==> config.mk <==
export PLATFORM = sky130hd
export DESIGN_NAME = led_matrix_scan_driver_flat
export DESIGN_NICKNAME = d
export VERILOG_FILES = /design/src/hw/rtl/lmsd_pkg.sv /design/src/hw/rtl/lmsd_if.sv /design/src/hw/rtl/lmsd_ctrl.sv /design/src/hw/rtl/lmsd_datapath.sv /design/src/hw/rtl/led_matrix_scan_driver.sv /design/src/flat_wrapper.sv
export SDC_FILE = /design/constraint.sdc
export NUM_CORES = 1
export LEC_CHECK = 0
export ABC_AREA = 1
export ABC_CLOCK_PERIOD_IN_PS = 4570
export BUFFER_PORTS_ARGS = -buffer_cell sky130_fd_sc_hd__buf_2
export CAP_MARGIN = 20
export CORE_AREA = 5 5 211 213
export CTS_BUF_LIST = sky130_fd_sc_hd__clkbuf_4
export DETAILED_ROUTE_END_ITERATION = 10
export DIE_AREA = 0 0 216 218
export PLACE_DENSITY_LB_ADDON = 0.05
export SLEW_MARGIN = 40
export SYNTH_ARGS = -nofsm -noshare
export SYNTH_HDL_FRONTEND = slang
export SYNTH_HIERARCHICAL = 1
export SYNTH_SLANG_ARGS = --single-unit
==> constraint.sdc <==
create_clock -name clk -period 4.57 [get_ports clk]
set_input_delay 0.914 -clock clk [delete_from_list [all_inputs] [get_ports clk]]
set_output_delay 0.914 -clock clk [all_outputs]
set_load 0.01 [all_outputs]
==> src/hw/rtl/lmsd_pkg.sv <==
package lmsd_pkg;

	localparam int MATRIX_SIDE = 16;
	localparam int SCAN_ROWS   = 16;
	localparam int ROW_W       = $clog2(MATRIX_SIDE);
	localparam int WORD_W      = 2 * MATRIX_SIDE;
	localparam int BIT_W       = $clog2(WORD_W);
	localparam int HALF_W      = 10;

	localparam logic [HALF_W-1:0] HALF_RESET = HALF_W'(16);
	localparam logic [ROW_W-1:0]  LAST_ROW   = ROW_W'(SCAN_ROWS - 1);
	localparam logic [BIT_W-1:0]  LAST_BIT   = BIT_W'(WORD_W - 1);

	typedef enum logic [2:0] {
		ACT_WRITE = 3'd0,
		ACT_READ  = 3'd1,
		ACT_CLEAR = 3'd2,
		ACT_START = 3'd3,
		ACT_TICK  = 3'd4
	} action_t;

	typedef enum logic [2:0] {
		ST_IDLE,
		ST_LOW,
		ST_HIGH,
		ST_LATCH,
		ST_LAST
	} state_t;

	typedef struct packed {
		logic capture;
		logic wr;
		logic clr;
		logic rd;
		logic load_row;
		logic row_zero;
		logic row_inc;
		logic phase_inc;
		logic phase_clr;
		logic clk_rise;
		logic next_bit;
		logic done;
		logic latch_nxt;
		logic busy_nxt;
	} cmd_t;

	typedef struct packed {
		logic phase_end;
		logic bit_last;
		logic row_last;
	} sts_t;

endpackage

==> src/hw/rtl/lmsd_if.sv <==
interface lmsd_in_if;
	logic       valid;
	logic       ready;
	logic [2:0] action;
	logic [3:0] row_x;
	logic [3:0] col_y;
	logic       pixel_on;

	modport source (output valid, action, row_x, col_y, pixel_on, input ready);
	modport sink (input valid, action, row_x, col_y, pixel_on, output ready);
endinterface

interface lmsd_out_if;
	logic valid;
	logic ready;
	logic shift_clock;
	logic shift_data;
	logic latch_pulse;
	logic enable_n;
	logic busy_res;
	logic read_value;
	logic scan_done;

	modport source (output valid, shift_clock, shift_data, latch_pulse, enable_n,
		busy_res, read_value, scan_done, input ready);
	modport sink (input valid, shift_clock, shift_data, latch_pulse, enable_n,
		busy_res, read_value, scan_done, output ready);
endinterface

==> src/hw/rtl/lmsd_ctrl.sv <==
module lmsd_ctrl (
	input  logic          clk,
	input  logic          arst_n,
	input  logic          accept,
	input  logic [2:0]    action,
	input  lmsd_pkg::sts_t sts,
	output lmsd_pkg::cmd_t cmd
);
	import lmsd_pkg::*;

	state_t state_q, state_d;

	always_ff @(posedge clk or negedge arst_n) begin
		if (!arst_n) begin
			state_q <= ST_IDLE;
		end else begin
			state_q <= state_d;
		end
	end

	always_comb begin
		state_d = state_q;
		cmd     = '0;
		if (accept) begin
			cmd.capture = 1'b1;
			unique case (action_t'(action))
				ACT_WRITE: cmd.wr = 1'b1;
				ACT_READ:  cmd.rd = 1'b1;
				ACT_CLEAR: cmd.clr = 1'b1;
				ACT_START: begin
					// a start while busy is dropped
					if (state_q == ST_IDLE || state_q == ST_LAST) begin
						state_d      = ST_LOW;
						cmd.row_zero = 1'b1;
						cmd.load_row = 1'b1;
					end
				end
				ACT_TICK: begin
					unique case (state_q)
						ST_IDLE: ;
						ST_LAST: state_d = ST_IDLE;
						ST_LATCH: begin
							state_d      = ST_LOW;
							cmd.load_row = 1'b1;
						end
						ST_LOW: begin
							if (!sts.phase_end) begin
								cmd.phase_inc = 1'b1;
							end else begin
								cmd.phase_clr = 1'b1;
								cmd.clk_rise  = 1'b1;
								state_d       = ST_HIGH;
							end
						end
						ST_HIGH: begin
							if (!sts.phase_end) begin
								cmd.phase_inc = 1'b1;
							end else begin
								cmd.phase_clr = 1'b1;
								if (!sts.bit_last) begin
									cmd.next_bit = 1'b1;
									state_d      = ST_LOW;
								end else if (sts.row_last) begin
									cmd.done = 1'b1;
									state_d  = ST_LAST;
								end else begin
									cmd.row_inc = 1'b1;
									state_d     = ST_LATCH;
								end
							end
						end
						default: state_d = ST_IDLE;
					endcase
				end
				default: ;
			endcase
		end
		cmd.latch_nxt = (state_d == ST_LATCH) || (state_d == ST_LAST);
		cmd.busy_nxt  = (state_d == ST_LOW) || (state_d == ST_HIGH) || (state_d == ST_LATCH);
	end

endmodule

==> src/hw/rtl/lmsd_datapath.sv <==
module lmsd_datapath (
	input  logic                        clk,
	input  logic                        arst_n,
	input  lmsd_pkg::cmd_t              cmd,
	output lmsd_pkg::sts_t              sts,
	input  logic                        cfg_we,
	input  logic [lmsd_pkg::HALF_W-1:0] cfg_wdata,
	input  logic [3:0]                  row_x,
	input  logic [3:0]                  col_y,
	input  logic                        pixel_on,
	input  logic                        out_ready,
	output logic                        out_valid,
	output logic                        shift_clock,
	output logic                        shift_data,
	output logic                        latch_pulse,
	output logic                        busy_res,
	output logic                        read_value,
	output logic                        scan_done
);
	import lmsd_pkg::*;

	logic [MATRIX_SIDE-1:0] frame_q [MATRIX_SIDE];
	logic [HALF_W-1:0]      half_q;
	logic [HALF_W-1:0]      half_eff;
	logic [HALF_W-1:0]      phase_q;
	logic [BIT_W-1:0]       bit_q;
	logic [ROW_W-1:0]       row_q;
	logic [WORD_W-1:0]      word_q;
	logic                   clk_pin_q, dat_pin_q;
	logic                   clk_pin_d, dat_pin_d;
	logic [ROW_W-1:0]       rd_addr;
	logic [MATRIX_SIDE-1:0] rd_data;
	logic [WORD_W-1:0]      new_word;
	logic                   out_valid_q;

	assign half_eff = (half_q == '0) ? HALF_W'(1) : half_q;

	// a phase ends once the count reaches the period, even after a lowered period
	assign sts.phase_end = ({1'b0, phase_q} + (HALF_W+1)'(1)) >= {1'b0, half_eff};
	assign sts.bit_last  = (bit_q == LAST_BIT);
	assign sts.row_last  = (row_q == LAST_ROW);

	// one read port shared by pixel reads and row loads
	assign rd_addr  = cmd.rd ? row_x : (cmd.row_zero ? '0 : row_q);
	assign rd_data  = frame_q[rd_addr];
	assign new_word = {~(MATRIX_SIDE'(1) << rd_addr), ~rd_data};

	always_comb begin
		clk_pin_d = clk_pin_q;
		dat_pin_d = dat_pin_q;
		if (cmd.load_row) begin
			clk_pin_d = 1'b0;
			dat_pin_d = new_word[WORD_W-1];
		end else if (cmd.clk_rise) begin
			clk_pin_d = 1'b1;
		end else if (cmd.next_bit) begin
			clk_pin_d = 1'b0;
			dat_pin_d = word_q[WORD_W-2];
		end
	end

	always_ff @(posedge clk or negedge arst_n) begin
		if (!arst_n) begin
			for (int i = 0; i < MATRIX_SIDE; i++) begin
				frame_q[i] <= '0;
			end
			half_q      <= HALF_RESET;
			phase_q     <= '0;
			bit_q       <= '0;
			row_q       <= '0;
			word_q      <= '0;
			clk_pin_q   <= 1'b0;
			dat_pin_q   <= 1'b0;
			out_valid_q <= 1'b0;
		end else begin
			if (cfg_we) begin
				half_q <= cfg_wdata;
			end
			if (cmd.clr) begin
				for (int i = 0; i < MATRIX_SIDE; i++) begin
					frame_q[i] <= '0;
				end
			end else if (cmd.wr) begin
				frame_q[row_x][col_y] <= pixel_on;
			end
			if (cmd.row_zero) begin
				row_q <= '0;
			end else if (cmd.row_inc) begin
				row_q <= row_q + ROW_W'(1);
			end
			if (cmd.load_row || cmd.phase_clr) begin
				phase_q <= '0;
			end else if (cmd.phase_inc) begin
				phase_q <= phase_q + HALF_W'(1);
			end
			if (cmd.load_row) begin
				bit_q  <= '0;
				word_q <= new_word;
			end else if (cmd.next_bit) begin
				bit_q  <= bit_q + BIT_W'(1);
				word_q <= word_q << 1;
			end
			clk_pin_q <= clk_pin_d;
			dat_pin_q <= dat_pin_d;
			// hold the word until taken
			if (cmd.capture) begin
				out_valid_q <= 1'b1;
			end else if (out_ready) begin
				out_valid_q <= 1'b0;
			end
		end
	end

	always_ff @(posedge clk) begin
		if (cmd.capture) begin
			shift_clock <= clk_pin_d;
			shift_data  <= dat_pin_d;
			latch_pulse <= cmd.latch_nxt;
			busy_res    <= cmd.busy_nxt;
			read_value  <= cmd.rd & rd_data[col_y];
			scan_done   <= cmd.done;
		end
	end

	assign out_valid = out_valid_q;

endmodule

==> src/hw/rtl/led_matrix_scan_driver.sv <==
// Each accepted command word's result word is registered for the next cycle.
// Throughput: one command word per cycle while the output is not stalled;
// the output register takes a new word in the cycle its result is taken.
// Scan timing is counted in tick words: 2 * half period ticks per bit, 32 bits
// and one latch tick per row. Reset clears the frame store, counters and pins
// and sets the half period to 16.
module led_matrix_scan_driver (
	input  logic                        clk,
	input  logic                        arst_n,
	lmsd_in_if.sink                     pixel_cmd,
	lmsd_out_if.source                  pin_state,
	input  logic                        cfg_we,
	input  logic [lmsd_pkg::HALF_W-1:0] cfg_wdata
);
	import lmsd_pkg::*;

	cmd_t cmd;
	sts_t sts;
	logic accept;

	assign pixel_cmd.ready = !pin_state.valid || pin_state.ready;
	assign accept          = pixel_cmd.valid && pixel_cmd.ready;
	assign pin_state.enable_n = 1'b0;

	lmsd_ctrl u_ctrl (
		.clk    (clk),
		.arst_n (arst_n),
		.accept (accept),
		.action (pixel_cmd.action),
		.sts    (sts),
		.cmd    (cmd)
	);

	lmsd_datapath u_datapath (
		.clk         (clk),
		.arst_n      (arst_n),
		.cmd         (cmd),
		.sts         (sts),
		.cfg_we      (cfg_we),
		.cfg_wdata   (cfg_wdata),
		.row_x       (pixel_cmd.row_x),
		.col_y       (pixel_cmd.col_y),
		.pixel_on    (pixel_cmd.pixel_on),
		.out_ready   (pin_state.ready),
		.out_valid   (pin_state.valid),
		.shift_clock (pin_state.shift_clock),
		.shift_data  (pin_state.shift_data),
		.latch_pulse (pin_state.latch_pulse),
		.busy_res    (pin_state.busy_res),
		.read_value  (pin_state.read_value),
		.scan_done   (pin_state.scan_done)
	);

endmodule

==> src/flat_wrapper.sv <==
// flat-port wrapper written by rule: the top's interface ports become plain ports
module led_matrix_scan_driver_flat import lmsd_pkg::*;
  (clk, arst_n, cfg_we, cfg_wdata, pixel_cmd_valid, pixel_cmd_action, pixel_cmd_row_x, pixel_cmd_col_y, pixel_cmd_pixel_on, pixel_cmd_ready, pin_state_valid, pin_state_shift_clock, pin_state_shift_data, pin_state_latch_pulse, pin_state_enable_n, pin_state_busy_res, pin_state_read_value, pin_state_scan_done, pin_state_ready);
  lmsd_in_if pixel_cmd_i ();
  lmsd_out_if pin_state_i ();
  input  logic clk;
  input  logic arst_n;
  input  logic cfg_we;
  input  logic [lmsd_pkg::HALF_W-1:0] cfg_wdata;
  input wire logic [$bits(pixel_cmd_i.valid)-1:0] pixel_cmd_valid;
  input wire logic [$bits(pixel_cmd_i.action)-1:0] pixel_cmd_action;
  input wire logic [$bits(pixel_cmd_i.row_x)-1:0] pixel_cmd_row_x;
  input wire logic [$bits(pixel_cmd_i.col_y)-1:0] pixel_cmd_col_y;
  input wire logic [$bits(pixel_cmd_i.pixel_on)-1:0] pixel_cmd_pixel_on;
  output wire logic [$bits(pixel_cmd_i.ready)-1:0] pixel_cmd_ready;
  output wire logic [$bits(pin_state_i.valid)-1:0] pin_state_valid;
  output wire logic [$bits(pin_state_i.shift_clock)-1:0] pin_state_shift_clock;
  output wire logic [$bits(pin_state_i.shift_data)-1:0] pin_state_shift_data;
  output wire logic [$bits(pin_state_i.latch_pulse)-1:0] pin_state_latch_pulse;
  output wire logic [$bits(pin_state_i.enable_n)-1:0] pin_state_enable_n;
  output wire logic [$bits(pin_state_i.busy_res)-1:0] pin_state_busy_res;
  output wire logic [$bits(pin_state_i.read_value)-1:0] pin_state_read_value;
  output wire logic [$bits(pin_state_i.scan_done)-1:0] pin_state_scan_done;
  input wire logic [$bits(pin_state_i.ready)-1:0] pin_state_ready;
  assign pixel_cmd_i.valid = pixel_cmd_valid;
  assign pixel_cmd_i.action = pixel_cmd_action;
  assign pixel_cmd_i.row_x = pixel_cmd_row_x;
  assign pixel_cmd_i.col_y = pixel_cmd_col_y;
  assign pixel_cmd_i.pixel_on = pixel_cmd_pixel_on;
  assign pixel_cmd_ready = pixel_cmd_i.ready;
  assign pin_state_valid = pin_state_i.valid;
  assign pin_state_shift_clock = pin_state_i.shift_clock;
  assign pin_state_shift_data = pin_state_i.shift_data;
  assign pin_state_latch_pulse = pin_state_i.latch_pulse;
  assign pin_state_enable_n = pin_state_i.enable_n;
  assign pin_state_busy_res = pin_state_i.busy_res;
  assign pin_state_read_value = pin_state_i.read_value;
  assign pin_state_scan_done = pin_state_i.scan_done;
  assign pin_state_i.ready = pin_state_ready;
  led_matrix_scan_driver u_core (.clk(clk), .arst_n(arst_n), .pixel_cmd(pixel_cmd_i), .pin_state(pin_state_i), .cfg_we(cfg_we), .cfg_wdata(cfg_wdata));
endmodule
Yosys cells after proc, flatten, opt, wreduce, memory -nomap -nowiden --
Index checks and enable logic that the tools add are counted.
Storage, ports and cells: output and inout bits 9, input bits 27, bits in latches 0, register bits 328, memory bits (read-only) 0, memory bits (writable) 0, word-level logic and storage cells 142, memories 0
Cells by class: div/mod/pow operators 0, equality and inequality tests 14, bitwise gates (word level) 5, $add $sub $neg 4, $mul 0, $lt $le $gt $ge 6, reductions and logical operators 19, mux-type cells 62, shift operators 1
Operator list (number):
- $mux W256 | 2
- $bwmux W256 | 1
- $bmux W16 S4 | 1
- $demux W16 S4 | 1
- $mux W31 | 2
- $mux W16 | 3
- $not A16 Y16 | 2
- $mux W10 | 3
- $mux W1 | 25
- $eq A3 B2 Y1 const B | 6
- $mux W3 | 6
- $mux W4 | 4
- $shl A1 B4 Y16 const A | 1
- $mux W12 | 1
- $pmux W3 S4 | 1
- $add A10 B1 Y11 const B | 1
- $ge A11 B10 Y1 | 1
- $add A10 B1 Y10 const B | 1
- $ge A5 B5 Y1 const B | 2
- $logic_not A10 Y1 | 1
- $mux W5 | 2
- $not A4 Y5 | 2
- $reduce_bool A2 Y1 | 5
- $eq A3 B1 Y1 const B | 3
- other kinds (21) | 34

Longest topological paths before layout --
depth after elaboration 16, depth in mapped cells 23, depth with buffers taken out 22

Cells and area by module --
Netlist, hierarchy kept.
Modules (own cells, without submodules):
- lmsd_datapath | seq. area each 8164.1 um2, area each 18373.9 um2, times used 1, cells each 2643
- lmsd_ctrl | seq. area each 75.1 um2, area each 439.2 um2, times used 1, cells each 80
- led_matrix_scan_driver | seq. area each 0.0 um2, area each 31.3 um2, times used 1, cells each 6

Least setup slack after synthesis --
OpenSTA, ideal clock, no wires.
path type reg2reg, from register u_core.u_datapath.phase_q[0], to register u_core.u_datapath.word_q[6], stages on the path, launching flop included 18, setup time 142 ps, path slack 1219 ps, arrival 3209 ps, data required time 4428 ps, period minus slack after synthesis 3351 ps, path through dfrtp_1 -> ha_1 -> nand3_1 -> nor3_1 -> xor2_1 -> inv_1 -> ha_1 -> nand4_1 -> o21ai_0 -> a211oi_1 -> o211ai_1 -> nand3_1 -> nor2_1 -> clkbuf_1 -> nor2_1 -> inv_2 -> clkbuf_1 -> o221ai_1
RTL lines:
- from (decl) | RTL line lmsd_datapath.sv:25 | logic [HALF_W-1:0] phase_q;
- from (signal assigned) | RTL line lmsd_datapath.sv:94 | phase_q <= phase_q + HALF_W'(1);
- to (signal assigned) | RTL line lmsd_datapath.sv:98 | word_q <= new_word;
- to (signal assigned) | RTL line lmsd_datapath.sv:101 | word_q <= word_q << 1;
- to (decl) | RTL line lmsd_datapath.sv:28 | logic [WORD_W-1:0] word_q;

==> metrics <==
worst slack at placement=0.4106 ns; share of the synthesized area in the top cell type=0.4263; CP required=5.24 ns; DR DRC count=0; Area Overhead vs Synth=12.46%; die height=218 um; simple-gate area share of the yosys netlist=0.2321; Reg area=8239 sq um; area share of fa/ha/maj cells after synthesis=0.009296; path type of the worst min-delay path=in -> reg; vias in the first global route=17280; Crit path arrival time=4.57 ns; Max Freq=0.2564 GHz; Slew @ Worst Pin=0.9500 ns; Pre-antenna DRT Iters=6; overall routing resource usage=0.2582; post_cts resized=0; # rows=76; ys flop type=dfrtp_1; Slew Limit Fails=0; clk sinks=328; main combinational cell family by area after synthesis=simple AND/OR/NAND/NOR gates; RSZ-0062 raised after global routing=no; Post-Route Utilization=0.4986; setup ws final=0.6695 ns; min-delay src=pin_state_ready; multi-input logic area=8094 sq um; CTS Hold Buffers Added=1; fraction of registers with async set/reset=0.9817; Post-synth EDFFs=6; total grt overflow=0; total die area=47090 sq um; total of flip-flops plus latches after synthesis=328; Worst-Skew Late Latency=0.81 ns; Final Cycle Share=0.8535; Setup crit start=u_core/u_datapath/phase_q[0]; clk slew on worst S/H paths=0.06 ns; Placer Congestion=0.8223; final net count=2821; share of cells above drive strength 1=0.1076; boundary pin count=36; maximum VDD drop=0.0001778 V; syn_nets=2770; maximum capacitance violations=0; clock skew=0.04149 ns; Yosys top cell by area=dfrtp_1; initial antenna violation count=2; total power=between 0.008 and 0.009 W; DRT Wirelength=60510 um; post-synthesis compound-gate area fraction=0.1789; global-route wire length before repair=96410 um; largest net degree at the start of global routing=168; initial drt markers=1699; setup violators final=0; vias=17860; Gate Count Post-Synth=2729; IO buf count=34; average wire per standard cell=17.75 um; Power Dens Cells=382.5 nW/um^2; Max FO, Critical Path=13; Hold Vio Cnt, Final=0; sum of negative setup slack=0 ns; slew margin rel.=0.3643; FF-to-FF Start=u_core/u_datapath/phase_q[0]; Clock Path Buffers=3; most common cell in the synthesized netlist=nand2_1; number of H-tree levels=3; CTS root buffer=clkbuf_4; core region area=~43000 sq um; outcome=completed; CTS Buf Count=between 90 and 100; Initial Util=0.4433; Lkg Pwr=11.78 nW; top post-synthesis cells by area=dfrtp_1 43%, nand2_1 17%, o21ai_0 13%, inv_1 9.8%, nand3_1 3.5%; WS Path Type=reg -> reg; Cell variety after synth=46; Synth Cell Area=18840 sq um; average size of a mapped cell=just under 7 sq um; XOR/XNOR Fraction of Synth Area=0.003253; routed vias/inst=approximately 5.2; Synthesis Warnings=6; top cells by count, synth=834 x nand2_1, 507 x o21ai_0, 492 x inv_1; Final HPWL DP=36550 um; Fill cells=4252; CTS tree=built; Detail Route Antenna Nets=0; crit path capture type=flop; DIE WIDTH=216 um; multiplexer share of the synthesized area=0; register area share after synthesis=0.4372; crit start category=flop; setup bufs post-CTS=0; min Tclk post-route=3.901 ns
[report_power, final]
part / leakage (nW) / switching (W) / internal [W]
registers: 4.38 / 0.000144 / 0.00329
clock network: 0.758 / 0.00134 / 0.00154
logic: 6.64 / 0.00118 / 0.000605
total: 11.8 / 0.00267 / 0.00544
[per-layer routing]
metal  vias to the layer above  part of all wire  GRT usage
li1                       8714                 -          -
met1                      8403              0.45     0.3568
met2                       626              0.45     0.4074
met3                       110             0.076    0.04915
met4                         2             0.029    0.09498
met5                         -           0.00020          0
[sequential cells by signal, indices dropped and copies added (netlist names), 3 cells and up]
register / cells
u_core/u_datapath/half_q: 10
u_core/u_datapath/row_q: 4
u_core/u_datapath/phase_q: 10
u_core/u_datapath/bit_q: 5
u_core/u_datapath/frame_q: 256
u_core/u_datapath/word_q: 31
u_core/u_ctrl/state_q: 3
[final timing paths]
check	end	slack, ns	cells after the start
setup reg to reg	u_core/u_datapath/word_q[9]	0.67	17
setup / recovery	u_core/u_datapath/word_q[9]	0.67	17
hold reg to reg	u_core/u_datapath/row_q[3]	0.47	1
min in group asynchronous	u_core/u_datapath/frame_q[219]	0.63	2
max in group asynchronous	u_core/u_datapath/frame_q[211]	3.04	3
hold / removal	u_core/u_datapath/out_valid	0.31	2
[layout make-up]
type | instances | share of cell area
Clock inverter | 32 | 0.007085
Sequential cell | 328 | 0.3888
Antenna cell | 1 | 0.0001181
Inverter | 503 | 0.08933
Multi-Input combinational cell | 1744 | 0.3819
Timing Repair Buffer | 106 | 0.04776
Tap cell | 546 | 0.03224
Clock buffer | 149 | 0.05278
[metrics by stage]
stage,hold slack (ns),instances,instance area [sq um]
after CTS,0.2228,3408,21180
after global routing,0.2703,3409,21190
after global placement,0.4453,3212,19620
final,0.3106,3409,21190
after floorplan,0.4332,2729,18840
after detailed placement,0.4563,3226,19900
[placed cells by master, fill, tap and decap left out, types with 2 or more instances in the layout]
master / instances
nand2_1: 833
o21ai_0: 507
inv_1: 491
dfrtp_1: 321
clkbuf_4: 149
nand3_1: 131
nor2_1: 81
buf_4: 47
buf_2: 33
a31oi_1: 32
clkinv_1: 29
a22oi_1: 22
a21oi_1: 17
o221ai_1: 17
nor3_1: 14
ha_1: 14
nor2_4: 12
inv_2: 10
o21ai_1: 10
buf_12: 9
nand2_2: 9
buf_8: 7
xor2_1: 7
nor2_2: 6
edfxtp_1: 6
buf_16: 6
a211oi_1: 5
o22ai_1: 5
nand4_1: 4
clkinv_2: 3
buf_6: 3
o21bai_1: 2
[cells by family (layout without fill, tap and decap cells)]
family                   Yosys count  after routing
AO/OA/AOI/OAI                    626            626
XOR/XNOR                           7              7
adder cells (fa/ha/maj)           14             14
buffers and inverters            657            790
flip-flops                       328            328
other                              1              2
AND/OR/NAND/NOR                 1096           1096
[worst max-delay path, stage by stage, from the launching register on]
cell and delay, ns:
dfrtp_1 0.44, ha_1 0.23, nand3_1 0.14, nor3_1 0.27
xor2_1 0.24, inv_1 0.07, ha_1 0.31, nand4_1 0.12
o21ai_0 0.18, a211oi_1 0.10, o211ai_1 0.48, nand3_1 0.14
nor2_1 0.16, buf_4 0.18, nor2_1 0.07, inv_2 0.23
buf_4 0.26, o221ai_1 0.14
Note: power is estimated with default switching activity, not from simulation.
